### src/hw/rtl/sdp_pkg.sv
// Shared types, constants and byte-classification functions for the SSE data parser.
package sdp_pkg;

   localparam logic [7:0] CH_LF    = 8'h0A;
   localparam logic [7:0] CH_CR    = 8'h0D;
   localparam logic [7:0] CH_COLON = 8'h3A;
   localparam logic [7:0] CH_SPACE = 8'h20;
   localparam logic [2:0] NAME_LEN = 3'd4;

   localparam int QDEPTH = 4;
   localparam int QPTR_W = $clog2(QDEPTH);
   localparam int QCNT_W = $clog2(QDEPTH + 1);

   typedef enum logic [2:0] {
      PH_START = 3'd0,
      PH_NAME  = 3'd1,
      PH_SKIP  = 3'd2,
      PH_VALUE = 3'd3
   } phase_type;

   typedef struct packed {
      phase_type  phase;
      logic [2:0] match_cnt;
      logic       have_data;
      logic       held_cr;
      logic       first_val;
   } parse_state_type;

   typedef struct packed {
      logic       valid;
      logic [7:0] data;
      logic       event_end;
   } res_type;

   typedef struct packed {
      parse_state_type st;
      res_type         res;
   } step_type;

   // One queue entry: all results caused by one request (one or two)
   typedef struct packed {
      logic       two;
      logic [7:0] data0;
      logic       end0;
      logic [7:0] data1;
      logic       end1;
   } q_entry_type;

   // Field name "data", one character per match position
   function automatic logic [7:0] name_char(input logic [1:0] idx);
      logic [7:0] c;
      case (idx)
         2'd0: c = 8'h64;  // d
         2'd1: c = 8'h61;  // a
         2'd2: c = 8'h74;  // t
         default: c = 8'h61;  // a
      endcase
      return c;
   endfunction

   // A data line begins: LF joins it to an earlier data line of the event
   function automatic step_type start_data_line(input parse_state_type s);
      step_type t;
      t     = '0;
      t.st  = s;
      if (s.have_data) begin
         t.res.valid = 1'b1;
         t.res.data  = CH_LF;
      end
      t.st.have_data = 1'b1;
      return t;
   endfunction

   // One byte of line content (never LF)
   function automatic step_type take_content(input parse_state_type s, input logic [7:0] b);
      step_type t;
      logic     done;
      logic     drop;
      t    = '0;
      t.st = s;
      done = 1'b0;
      drop = 1'b0;
      if (t.st.phase == PH_START) begin
         if (b == CH_COLON) begin
            t.st.phase = PH_SKIP;
            done       = 1'b1;
         end else begin
            t.st.phase     = PH_NAME;
            t.st.match_cnt = '0;
         end
      end
      if (!done) begin
         if (t.st.phase == PH_NAME) begin
            if (t.st.match_cnt < NAME_LEN && b == name_char(t.st.match_cnt[1:0])) begin
               t.st.match_cnt = t.st.match_cnt + 3'd1;
            end else if (t.st.match_cnt == NAME_LEN && b == CH_COLON) begin
               t              = start_data_line(t.st);
               t.st.first_val = 1'b1;
               t.st.phase     = PH_VALUE;
            end else begin
               t.st.phase = PH_SKIP;
            end
         end else if (t.st.phase == PH_VALUE) begin
            drop           = t.st.first_val && (b == CH_SPACE);
            t.st.first_val = 1'b0;
            if (!drop) begin
               t.res.valid = 1'b1;
               t.res.data  = b;
            end
         end
      end
      return t;
   endfunction

   // LF: close the line, maybe dispatch the event
   function automatic step_type end_line(input parse_state_type s);
      step_type t;
      t    = '0;
      t.st = s;
      if (s.phase == PH_START) begin
         if (s.have_data) begin
            t.res.valid     = 1'b1;
            t.res.event_end = 1'b1;
         end
         t.st.have_data = 1'b0;
      end else if (s.phase == PH_NAME && s.match_cnt == NAME_LEN) begin
         t = start_data_line(s);
      end
      t.st.phase     = PH_START;
      t.st.match_cnt = '0;
      t.st.first_val = 1'b0;
      return t;
   endfunction

endpackage

### src/hw/rtl/sdp_req_if.sv
// Request channel: one raw stream byte per request.
interface sdp_req_if;
   logic       valid;
   logic       ready;
   logic [7:0] in_byte;

   modport source (output valid, output in_byte, input ready);
   modport sink (input valid, input in_byte, output ready);
endinterface

### src/hw/rtl/sdp_rsp_if.sv
// Result channel: data bytes and event-end markers.
interface sdp_rsp_if;
   logic       valid;
   logic       ready;
   logic [7:0] data_byte;
   logic       event_end;
   logic       last_of_item;

   modport source (output valid, output data_byte, output event_end, output last_of_item,
                   input ready);
   modport sink (input valid, input data_byte, input event_end, input last_of_item,
                 output ready);
endinterface

### src/hw/rtl/sdp_front.sv
// Front end: takes stream bytes, tracks line state, forms result entries.
module sdp_front (
   input  logic                 clock,
   input  logic                 reset,
   input  logic                 byte_valid,
   input  logic [7:0]           byte_in,
   output logic                 byte_ready,
   input  logic                 q_full,
   output logic                 q_push,
   output sdp_pkg::q_entry_type q_entry
);
   import sdp_pkg::*;

   parse_state_type state_ff, state_in;
   step_type        stp0, stp1;
   res_type         res0, res1;
   logic            accept;

   assign byte_ready = !q_full;
   assign accept     = byte_valid && !q_full;

   // Held CR is resolved first, then the new byte
   always_comb begin
      stp0     = '0;
      stp1     = '0;
      res0     = '0;
      res1     = '0;
      state_in = state_ff;
      if (state_ff.held_cr) begin
         state_in.held_cr = 1'b0;
         if (byte_in == CH_LF) begin
            stp0 = end_line(state_in);
         end else begin
            stp0 = take_content(state_in, CH_CR);
         end
         state_in = stp0.st;
         res0     = stp0.res;
      end
      if (!(state_ff.held_cr && byte_in == CH_LF)) begin
         if (byte_in == CH_CR) begin
            state_in.held_cr = 1'b1;
         end else begin
            if (byte_in == CH_LF) begin
               stp1 = end_line(state_in);
            end else begin
               stp1 = take_content(state_in, byte_in);
            end
            state_in = stp1.st;
            res1     = stp1.res;
         end
      end
   end

   // Pack results to the front of the entry
   always_comb begin
      q_entry = '0;
      if (res0.valid) begin
         q_entry.data0 = res0.event_end ? 8'h00 : res0.data;
         q_entry.end0  = res0.event_end;
         q_entry.two   = res1.valid;
         q_entry.data1 = res1.event_end ? 8'h00 : res1.data;
         q_entry.end1  = res1.event_end;
      end else begin
         q_entry.data0 = res1.event_end ? 8'h00 : res1.data;
         q_entry.end0  = res1.event_end;
      end
      q_push = accept && (res0.valid || res1.valid);
   end

   // Parser state
   always_ff @(posedge clock) begin
      if (reset) begin
         state_ff <= '{phase: PH_START, match_cnt: 3'd0, have_data: 1'b0,
                       held_cr: 1'b0, first_val: 1'b0};
      end else if (accept) begin
         state_ff <= state_in;
      end
   end

endmodule

### src/hw/rtl/sdp_queue.sv
// Short FIFO of result entries between front and back.
module sdp_queue (
   input  logic                 clock,
   input  logic                 reset,
   input  logic                 push,
   input  sdp_pkg::q_entry_type push_entry,
   output logic                 full,
   input  logic                 pop,
   output sdp_pkg::q_entry_type pop_entry,
   output logic                 empty
);
   import sdp_pkg::*;

   q_entry_type         mem [QDEPTH];
   logic [QPTR_W-1:0]   wr_ptr_ff, rd_ptr_ff;
   logic [QCNT_W-1:0]   count_ff;
   logic                do_push, do_pop;

   assign full      = (count_ff == QCNT_W'(QDEPTH));
   assign empty     = (count_ff == '0);
   assign do_push   = push && !full;
   assign do_pop    = pop && !empty;
   assign pop_entry = mem[rd_ptr_ff];

   // Storage
   always_ff @(posedge clock) begin
      if (do_push) begin
         mem[wr_ptr_ff] <= push_entry;
      end
   end

   // Pointers and fill level
   always_ff @(posedge clock) begin
      if (reset) begin
         wr_ptr_ff <= '0;
         rd_ptr_ff <= '0;
         count_ff  <= '0;
      end else begin
         if (do_push) begin
            wr_ptr_ff <= wr_ptr_ff + 1'b1;
         end
         if (do_pop) begin
            rd_ptr_ff <= rd_ptr_ff + 1'b1;
         end
         if (do_push && !do_pop) begin
            count_ff <= count_ff + 1'b1;
         end else if (do_pop && !do_push) begin
            count_ff <= count_ff - 1'b1;
         end
      end
   end

endmodule

### src/hw/rtl/sdp_back.sv
// Back end: splits queue entries into single results on an output register.
module sdp_back (
   input  logic                 clock,
   input  logic                 reset,
   input  logic                 q_empty,
   input  sdp_pkg::q_entry_type q_entry,
   output logic                 q_pop,
   output logic                 out_valid,
   input  logic                 out_ready,
   output logic [7:0]           out_data,
   output logic                 out_end,
   output logic                 out_last
);
   import sdp_pkg::*;

   logic       valid_ff, valid_in;
   logic       second_ff, second_in;
   logic [7:0] data_ff, data_in;
   logic       end_ff, end_in;
   logic       last_ff, last_in;
   logic       slot_free;

   assign slot_free = !valid_ff || out_ready;

   // Load next result when the output slot frees up
   always_comb begin
      valid_in  = valid_ff;
      second_in = second_ff;
      data_in   = data_ff;
      end_in    = end_ff;
      last_in   = last_ff;
      q_pop     = 1'b0;
      if (slot_free) begin
         valid_in = !q_empty;
         if (!q_empty) begin
            if (!second_ff) begin
               data_in = q_entry.data0;
               end_in  = q_entry.end0;
               last_in = !q_entry.two;
               if (q_entry.two) begin
                  second_in = 1'b1;
               end else begin
                  q_pop = 1'b1;
               end
            end else begin
               data_in   = q_entry.data1;
               end_in    = q_entry.end1;
               last_in   = 1'b1;
               second_in = 1'b0;
               q_pop     = 1'b1;
            end
         end
      end
   end

   // Control
   always_ff @(posedge clock) begin
      if (reset) begin
         valid_ff  <= 1'b0;
         second_ff <= 1'b0;
      end else begin
         valid_ff  <= valid_in;
         second_ff <= second_in;
      end
   end

   // Payload
   always_ff @(posedge clock) begin
      data_ff <= data_in;
      end_ff  <= end_in;
      last_ff <= last_in;
   end

   assign out_valid = valid_ff;
   assign out_data  = data_ff;
   assign out_end   = end_ff;
   assign out_last  = last_ff;

endmodule

### src/hw/rtl/sse_data_event_parser.sv
// SSE data parser: takes stream bytes, emits data bytes and event ends.
// Throughput: one request per cycle while the result queue has room; a request that
//   gives two results occupies the output for one rsp transfer per result.
// Path: a result is written to the result queue, then loaded into the output register,
//   and only then is it valid on rsp; rsp.ready low holds it in the output register.
// Reset (synchronous): parser returns to line start with no event data, queue empties.
module sse_data_event_parser (
   input logic       clock,
   input logic       reset,
   sdp_req_if.sink   req,
   sdp_rsp_if.source rsp
);
   import sdp_pkg::*;

   q_entry_type push_entry;
   q_entry_type pop_entry;
   logic        q_push, q_full, q_pop, q_empty;

   sdp_front u_front (
      .clock      (clock),
      .reset      (reset),
      .byte_valid (req.valid),
      .byte_in    (req.in_byte),
      .byte_ready (req.ready),
      .q_full     (q_full),
      .q_push     (q_push),
      .q_entry    (push_entry)
   );

   sdp_queue u_queue (
      .clock      (clock),
      .reset      (reset),
      .push       (q_push),
      .push_entry (push_entry),
      .full       (q_full),
      .pop        (q_pop),
      .pop_entry  (pop_entry),
      .empty      (q_empty)
   );

   sdp_back u_back (
      .clock     (clock),
      .reset     (reset),
      .q_empty   (q_empty),
      .q_entry   (pop_entry),
      .q_pop     (q_pop),
      .out_valid (rsp.valid),
      .out_ready (rsp.ready),
      .out_data  (rsp.data_byte),
      .out_end   (rsp.event_end),
      .out_last  (rsp.last_of_item)
   );

endmodule
### src/flat_wrapper.sv
// flat-port wrapper written by rule: the top's interface ports become plain ports
module sse_data_event_parser_flat import sdp_pkg::*;
  (clock, reset, req_valid, req_in_byte, req_ready, rsp_valid, rsp_data_byte, rsp_event_end, rsp_last_of_item, rsp_ready);
  sdp_req_if req_i ();
  sdp_rsp_if rsp_i ();
  input logic clock;
  input logic reset;
  input wire logic [$bits(req_i.valid)-1:0] req_valid;
  input wire logic [$bits(req_i.in_byte)-1:0] req_in_byte;
  output wire logic [$bits(req_i.ready)-1:0] req_ready;
  output wire logic [$bits(rsp_i.valid)-1:0] rsp_valid;
  output wire logic [$bits(rsp_i.data_byte)-1:0] rsp_data_byte;
  output wire logic [$bits(rsp_i.event_end)-1:0] rsp_event_end;
  output wire logic [$bits(rsp_i.last_of_item)-1:0] rsp_last_of_item;
  input wire logic [$bits(rsp_i.ready)-1:0] rsp_ready;
  assign req_i.valid = req_valid;
  assign req_i.in_byte = req_in_byte;
  assign req_ready = req_i.ready;
  assign rsp_valid = rsp_i.valid;
  assign rsp_data_byte = rsp_i.data_byte;
  assign rsp_event_end = rsp_i.event_end;
  assign rsp_last_of_item = rsp_i.last_of_item;
  assign rsp_i.ready = rsp_ready;
  sse_data_event_parser u_core (.clock(clock), .reset(reset), .req(req_i), .rsp(rsp_i));
endmodule
### config.mk
export PLATFORM = sky130hd
export DESIGN_NAME = sse_data_event_parser_flat
export DESIGN_NICKNAME = d
export VERILOG_FILES = /design/src/hw/rtl/sdp_pkg.sv /design/src/hw/rtl/sdp_req_if.sv /design/src/hw/rtl/sdp_rsp_if.sv /design/src/hw/rtl/sdp_front.sv /design/src/hw/rtl/sdp_queue.sv /design/src/hw/rtl/sdp_back.sv /design/src/hw/rtl/sse_data_event_parser.sv /design/src/flat_wrapper.sv
export SDC_FILE = /design/constraint.sdc
export NUM_CORES = 1
export LEC_CHECK = 0
export BUFFER_PORTS_ARGS = -buffer_cell sky130_fd_sc_hd__buf_2
export CORE_MARGIN = 2
export CORE_UTILIZATION = 30
export CTS_CLUSTER_DIAMETER = 150
export DETAILED_ROUTE_END_ITERATION = 8
export PLACE_DENSITY = 0.56
export SLEW_MARGIN = 20
export SYNTH_ARGS = -nofsm -noshare
export SYNTH_HDL_FRONTEND = slang
export SYNTH_SLANG_ARGS = --single-unit
export TNS_END_PERCENT = 50
### constraint.sdc
create_clock -name clock -period 3.7 [get_ports clock]
set_input_delay 0.185 -clock clock [delete_from_list [all_inputs] [get_ports clock]]
set_output_delay 0.185 -clock clock [all_outputs]
set_load 0.005 [all_outputs]
---- Word-level counts from Yosys, hierarchy flattened ----
Memories as Yosys holds them, arrays and structs flattened. A register that Yosys moved wholly into a read port is not among the register bits.
Cells that the tools add are included.
word-level totals
  register bits after elaboration ......... 28
  bits in writable memories ............... 76
  bits of input ports ..................... 12
  output and inout port bits .............. 12
  logic and storage cells ................. 154
  memories ................................ 1
memory list
  memory              depth  bits a word  read ports  clocked after memory_dff  wr ports  RTL line         text
  u_core.u_queue.mem  4      19           1           1                         1         sdp_queue.sv:14  q_entry_type mem [QDEPTH];
operators by class
  add/sub/neg operators ................... 6
  $lt $le $gt $ge ......................... 2
  equal/unequal tests ..................... 18
  muxes and demuxes ....................... 85
  bitwise gates (word level) .............. 1
  reduce and logical (&&, ||, !) cells .... 28
operators by type and width
  cell                                                              count
  8-bit 2-to-1 mux                                                  14
  10-bit 2-to-1 mux                                                 7
  9-bit 2-to-1 mux                                                  7
  19-bit 2-to-1 mux                                                 3
  13-bit 2-to-1 mux                                                 4
  6-bit 2-to-1 mux                                                  8
  1-bit 2-to-1 mux                                                  27
  3-bit 2-to-1 mux                                                  7
  5-bit one-hot mux with 2 select lines                             2
  8-bit by 4-bit == test with 1-bit output (second input constant)  2
  8-bit by 6-bit == test with 1-bit output (second input constant)  2
  1-bit logical AND                                                 13
  3-bit by 1-bit == test with 1-bit output (second input constant)  4
  3-bit == test (second input constant)                             4
  2-bit 2-to-1 mux                                                  5
  3-bit by 1-bit adder with 3-bit output (second input constant)    3
  3-bit zero test                                                   3
  4-bit by 8-bit == test with 1-bit output (first input constant)   1
  8-bit == test                                                     1
  7-bit 2-to-1 mux                                                  1
  3-bit by 2-bit == test with 1-bit output (second input constant)  2
  1-bit zero test                                                   6
  3-bit < comparator (second input constant)                        2
  2-bit by 1-bit adder with 2-bit output (second input constant)    2
  other kinds (7)                                                   10

---- Logic depth before layout (Yosys ltp) ----
  depth in word-level cells ............... 42
  mapped depth ............................ 18
  depth with buffers taken out ............ 16

---- By module ----
From an unflattened synthesis, not the netlist that was laid out.
unflattened totals
  cells, all modules ...................... 358
  area, all modules ....................... 5041.1 um2
modules (own cells, without submodules)
  module     times used  cells each  area an instance (um2)
  sdp_queue  1           147         3221.8
  sdp_front  1           180         1310.0
  sdp_back   1           31          509.2

---- Worst setup path before layout ----
No wires, ideal clock.
  path type ............................... flip-flop to flip-flop
  start point ............................. register u_core.u_front.state_ff[8] (netlist bit)
  end point ............................... register u_core.u_queue.count_ff[2]
  data arrival time ....................... 3.407 ns
  data required time ...................... 3.630 ns
  setup slack ............................. 0.223 ns
  stages on the path, launching flop included .. 18
  path buffers ............................ 1
  clock period less this slack ............ 3.477 ns
  path through ............................ dfxtp_1 -> buf_2 -> nor3_1 -> a21boi_0 -> a21o_1 -> nor2_1 -> inv_1 -> ha_1 -> and2_1 -> nand4_1 -> a21oi_2 -> o221a_4 -> ha_1 -> inv_1 -> fa_1 -> xor2_1 -> or3_1 -> a21oi_1
on the way
  cells in the longest elaborated chain, start to end .. 41
  elaborated cells on any way between the ends .. 79
  classes of those cells .................. add/sub (1); order compare (2); eq/ne (12); mux (47); reduce/logical (17)
RTL lines
  what                                                     RTL line                       text
  from (decl)                                              sdp_front.sv:14                parse_state_type state_ff, state_in;
  from (signal assigned)                                   sdp_front.sv:73                state_ff <= '{phase: PH_START, match_cnt: 3'd0, have_data: 1'b0,
  from (signal assigned)                                   sdp_front.sv:76                state_ff <= state_in;
  3-bit zero test                                          sdp_pkg.sv:83, sdp_pkg.sv:120
  6-bit 2-to-1 mux                                         sdp_pkg.sv:83                  if (t.st.phase == PH_START) begin
  6-bit 2-to-1 mux                                         sdp_front.sv:31                if (byte_in == CH_LF) begin
  6-bit 2-to-1 mux                                         sdp_front.sv:29                if (state_ff.held_cr) begin
  2-bit == test / 2-bit zero test (equally long branches)  sdp_pkg.sv:52                  case (idx)
  5-bit one-hot mux with 2 select lines                    sdp_pkg.sv:52
  8-bit 2-to-1 mux                                         sdp_pkg.sv:93                  if (t.st.phase == PH_NAME) begin
  8-bit 2-to-1 mux                                         sdp_front.sv:31
  [26 not listed]                                          n/a
  10-bit 2-to-1 mux                                        sdp_front.sv:39                if (!(state_ff.held_cr && byte_in == CH_LF)) begin
  1-bit logical OR *                                       sdp_front.sv:67                q_push = accept && (res0.valid || res1.valid);
  1-bit logical AND *                                      sdp_front.sv:67
  1-bit logical AND *                                      sdp_queue.sv:21                assign do_push = push && !full;
  named net u_core.u_queue.do_push                         sdp_queue.sv:17                logic do_push, do_pop;
  1-bit zero test                                          sdp_queue.sv:47                end else if (do_pop && !do_push) begin
  1-bit logical AND                                        sdp_queue.sv:47
  2-bit nonzero test (no line)                             n/a
  to (signal assigned)                                     sdp_queue.sv:46                count_ff <= count_ff + 1'b1;
  to (signal assigned)                                     sdp_queue.sv:48                count_ff <= count_ff - 1'b1;
  to (decl)                                                sdp_queue.sv:16                logic [QCNT_W-1:0] count_ff;
The timed path passes the listed nets; every way through them passes the cells marked *. The select of a mux whose other input is x is not followed.
A chain may end at the register's enable or synchronous reset.

---- Final worst setup path ----
  start point ............................. register u_core.u_front.state_ff[7] (netlist bit)
  end point ............................... register u_core.u_queue.count_ff[2]
The elaborated chain is that of the path after synthesis.

==> key figures <==
STA
  • Slew Limit Fails: 0
  • Final setup viols: 0
  • Period minus WS final: approximately 3.4 ns
  • Final Skew: 0.00658 ns
  • Slew headroom: 0.320
  • Worst Max-Slew Pin Slew: 1.02 ns
  • Hold Violations, Final: 0
  • Fmax: 292 MHz
  • Crit share post-route: 0.925
  • Hold WS: 0.111 ns

Drt
  • WL final: 10.0 mm
  • Met1 WL: 4.24 mm
  • Met2 routed WL: ~5.3 mm
  • DR top layer: met4
  • DRC errors left: 0
  • Vias: ~2900
  • Final ANT Viol Nets: 0
  • Vias per inst: ~4.8
  • WL met3: ~400 µm
  • DR WL/cell: 16.5 µm
  • Starting DRT DRC Count: a little over 200
  • Pre-antenna DRT Iters: 4

Yosys
  • Mean Syn Cell Area: 13.9 µm²
  • Synth top area share: 0.525
  • Cell accounting for the most synthesized area: edfxtp_1
  • Synth warnings: 0
  • EDFF count, synth: 86
  • Top_reg_cell synth: edfxtp_1
  • FF+latch count, synth: ~110
  • Async set or reset register ratio after synthesis: 0
  • Netlist cell types: a little over 60
  • Sequential share of the synthesized area: 0.606
  • Mapped cell area: just under 0.005 mm²
  • Cells after synthesis: 353
  • Area contributors post-synth: edfxtp_1 52%, mux4_2 8.7%, dfxtp_1 8.1%

Critical path
  • CP max FO: 7
  • Critical path endpoint: u_core.u_queue.count_ff[2]$_SDFFE_PP0P_
  • Slowest stage delay, CP: roughly 0.38 ns
  • WP data arrival: 3.70 ns
  • WS Path Type: register to register
  • Reg-to-reg slack, setup: ~0.28 ns
  • Setup crit end kind: register
  • R2r startpoint: u_core.u_front.state_ff[7]$_SDFFE_PP0P_
  • Slowest CP cell: fa_1
  • CP top delay family: simple AND/OR/NAND/NOR gates
  • Worst R2R Path Depth: 16
  • Cells along the critical path: nor3_2, buf_4, a21o_1, a21oi_1, nand2_1, ha_1, and2_1, nand4_1, a21oi_2, o221a_4, ha_1, inv_1, fa_1, xor2_1, or3_1, a21oi_1
  • Buf/Inv on CP: 2
  • Crit start category: register
  • R2R Path End: u_core.u_queue.count_ff[2]$_SDFFE_PP0P_
  • Required time of the critical path: 3.98 ns
  • Critical path depth: 16
  • Setup crit start: u_core.u_front.state_ff[7]$_SDFFE_PP0P_

Floorplanning
  • Standard-cell rows: 46
  • CORE AREA: 0.0159 mm²
  • Die H: 132 µm
  • Initial Util: 0.309
  • Die area: 0.0175 mm²
  • IO Pins: 24
  • Die Wd: 132 µm

Power
  • Peak supply drop: 0.000245 V
  • P per Cell Area: 489 mW/mm²
  • Leakage: 0.00183 µW

Finish
  • Area grow syn2layout: 14.4%
  • N_diodes: 0
  • Fillers: 1515
  • Post-route cell area: 0.00563 mm²
  • Share of layout cells above drive strength 1: 0.237
  • Nets@finish: 408

Clock tree
  • CTS H-tree depth: 3
  • Clk Latency, worst-skew pair: 0.35 ns
  • Reg clk slew, reported paths: 0.07 ns
  • TritonCTS Sinks: 106
  • Clock tree buffer depth: 2
  • CTS Hold Bufs: 0
  • CTS tree: built
  • Num CTS Buffers: 9
  • Clk root buf: clkbuf_16

Global routing
  • First-pass GRT wire length: 16.2 mm
  • Vias in the first global route: 3024
  • Largest net degree at the start of global routing: 21
  • Grt total ovfl: 0
  • Initial antenna violation count: 0
  • Gr usage total: 0.120

Place
  • Hpwl dp: approximately 7.0 mm
  • Placed Area: 0.00531 mm²
  • I/O Buffers: 23
  • GP Congestion: 0.864

Status
  • Status: completed

Run
  • Max Cap Viol: 0

Worst hold path
  • Worst hold path class: input pin to register
[registers in the layout, summed over array words and instances, names as in the netlist, named ones only]
register and flops:
u_core.u_queue.count_ff 3, u_core.u_queue.wr_ptr_ff 2, u_core.u_front.state_ff 9, u_core.u_queue.rd_ptr_ff 2, u_core.u_queue.mem 76, u_core.u_back.out_data 8, u_core.u_back.out_last 1, u_core.u_back.out_valid 1
u_core.u_back.out_end 1, u_core.u_back.second_ff 1
[cells in the final DEF (no fill, tap or decap), types with 5 or more instances in the layout]
cell and count:
clkbuf_16 9, dfxtp_1 20, and3_1 5, ha_1 8
nand2b_1 6, nor2_1 19, and2_1 22, nand2_1 24
buf_4 15, buf_2 23, mux2_2 10, inv_1 11
mux4_2 19, nor3_1 9, a21oi_1 14, o22ai_1 7
o21ai_0 8, edfxtp_1 86
[worst reg2reg max path, cell delays in order, from the launching register on]
cell and delay (ns):
dfxtp_1 0.32, nor3_2 0.22, buf_4 0.17, a21o_1 0.16, a21oi_1 0.11, nand2_1 0.16, ha_1 0.16, and2_1 0.16
nand4_1 0.17, a21oi_2 0.21, o221a_4 0.25, ha_1 0.20, inv_1 0.06, fa_1 0.38, xor2_1 0.16, or3_1 0.31
a21oi_1 0.15
[power by group]
part           internal [µW]  switching [µW]
logic                    184             196
registers               1370            36.4
clock network            531             439
[what timing repair did]
item                                    in CTS  in global routing
endpoints found under the setup margin       0                 77
buffers inserted                             0                  2
gates resized for setup                      0                  2
[per-layer routing]
layer	global-route usage	up-vias
met5	0	-
met4	0.0459	0
met3	0.0265	10
met2	0.214	54
met1	0.142	1466
li1	-	1418
[cell type report]
cell class,instances,area [µm²],area share
clock buffer,9,225,0.0400
clock inverter,7,76.3,0.0135
tap,216,270,0.0480
inverter,11,41.3,0.00733
sequential,106,2980,0.529
timing repair buffer,38,228,0.0404
multi-input combinational,221,1810,0.321
[worst min-delay path by stage]
stage	slack, ns	to	startpoint	cells past startpoint
6_report	0.11	u_core.u_back.out_valid$_SDFFE_PP0N_	rsp_ready	4
5_1_grt	0.15	u_core.u_back.out_valid$_SDFFE_PP0N_	rsp_ready	4
4_1_cts	0.11	u_core.u_back.out_valid$_SDFFE_PP0N_	rsp_ready	4
3_5_place_dp	0.48	u_core.u_back.out_valid$_SDFFE_PP0N_	rsp_ready	4
3_3_place_gp	0.46	u_core.u_back.out_valid$_SDFFE_PP0N_	u_core.u_back.out_valid$_SDFFE_PP0N_	2
2_1_floorplan	0.36	u_core.u_back.out_valid$_SDFFE_PP0N_	rsp_ready	3
[Yosys cell counts, types with 5 or more instances]
cell	instances
nand2b_1	6
clkbuf_1	7
mux4_2	19
nor3_1	10
o22ai_1	7
buf_2	6
o21ai_0	8
mux2_2	10
edfxtp_1	86
inv_1	11
ha_1	8
nand2_1	24
dfxtp_1	20
nor2_1	19
and3_1	5
and2_1	22
a21oi_1	14
[cells by family after synthesis]
logic type	after synthesis	synth area share
AO/OA/AOI/OAI	56	0.0826
XOR/XNOR	6	0.0107
adder cells (fa/ha/maj)	9	0.0244
buffers and inverters	29	0.0297
flip-flops	106	0.606
multiplexers	32	0.117
other	1	0.000762
AND/OR/NAND/NOR	114	0.129
[through the flow]
step	utilization	total power (µW)	TNS (ns)	cells	worst slack, ns
finish	0.353	2760	0	608	0.278
global route	0.353	2870	-0.00361	608	-0.00361
CTS	0.352	2790	0	606	0.144
detailed placement	0.333	1820	0	590	0.0949
global placement	0.333	1810	0	590	0.215
floorplan	-	1670	0	356	0.223
Note: power is estimated with default switching activity, not from simulation.
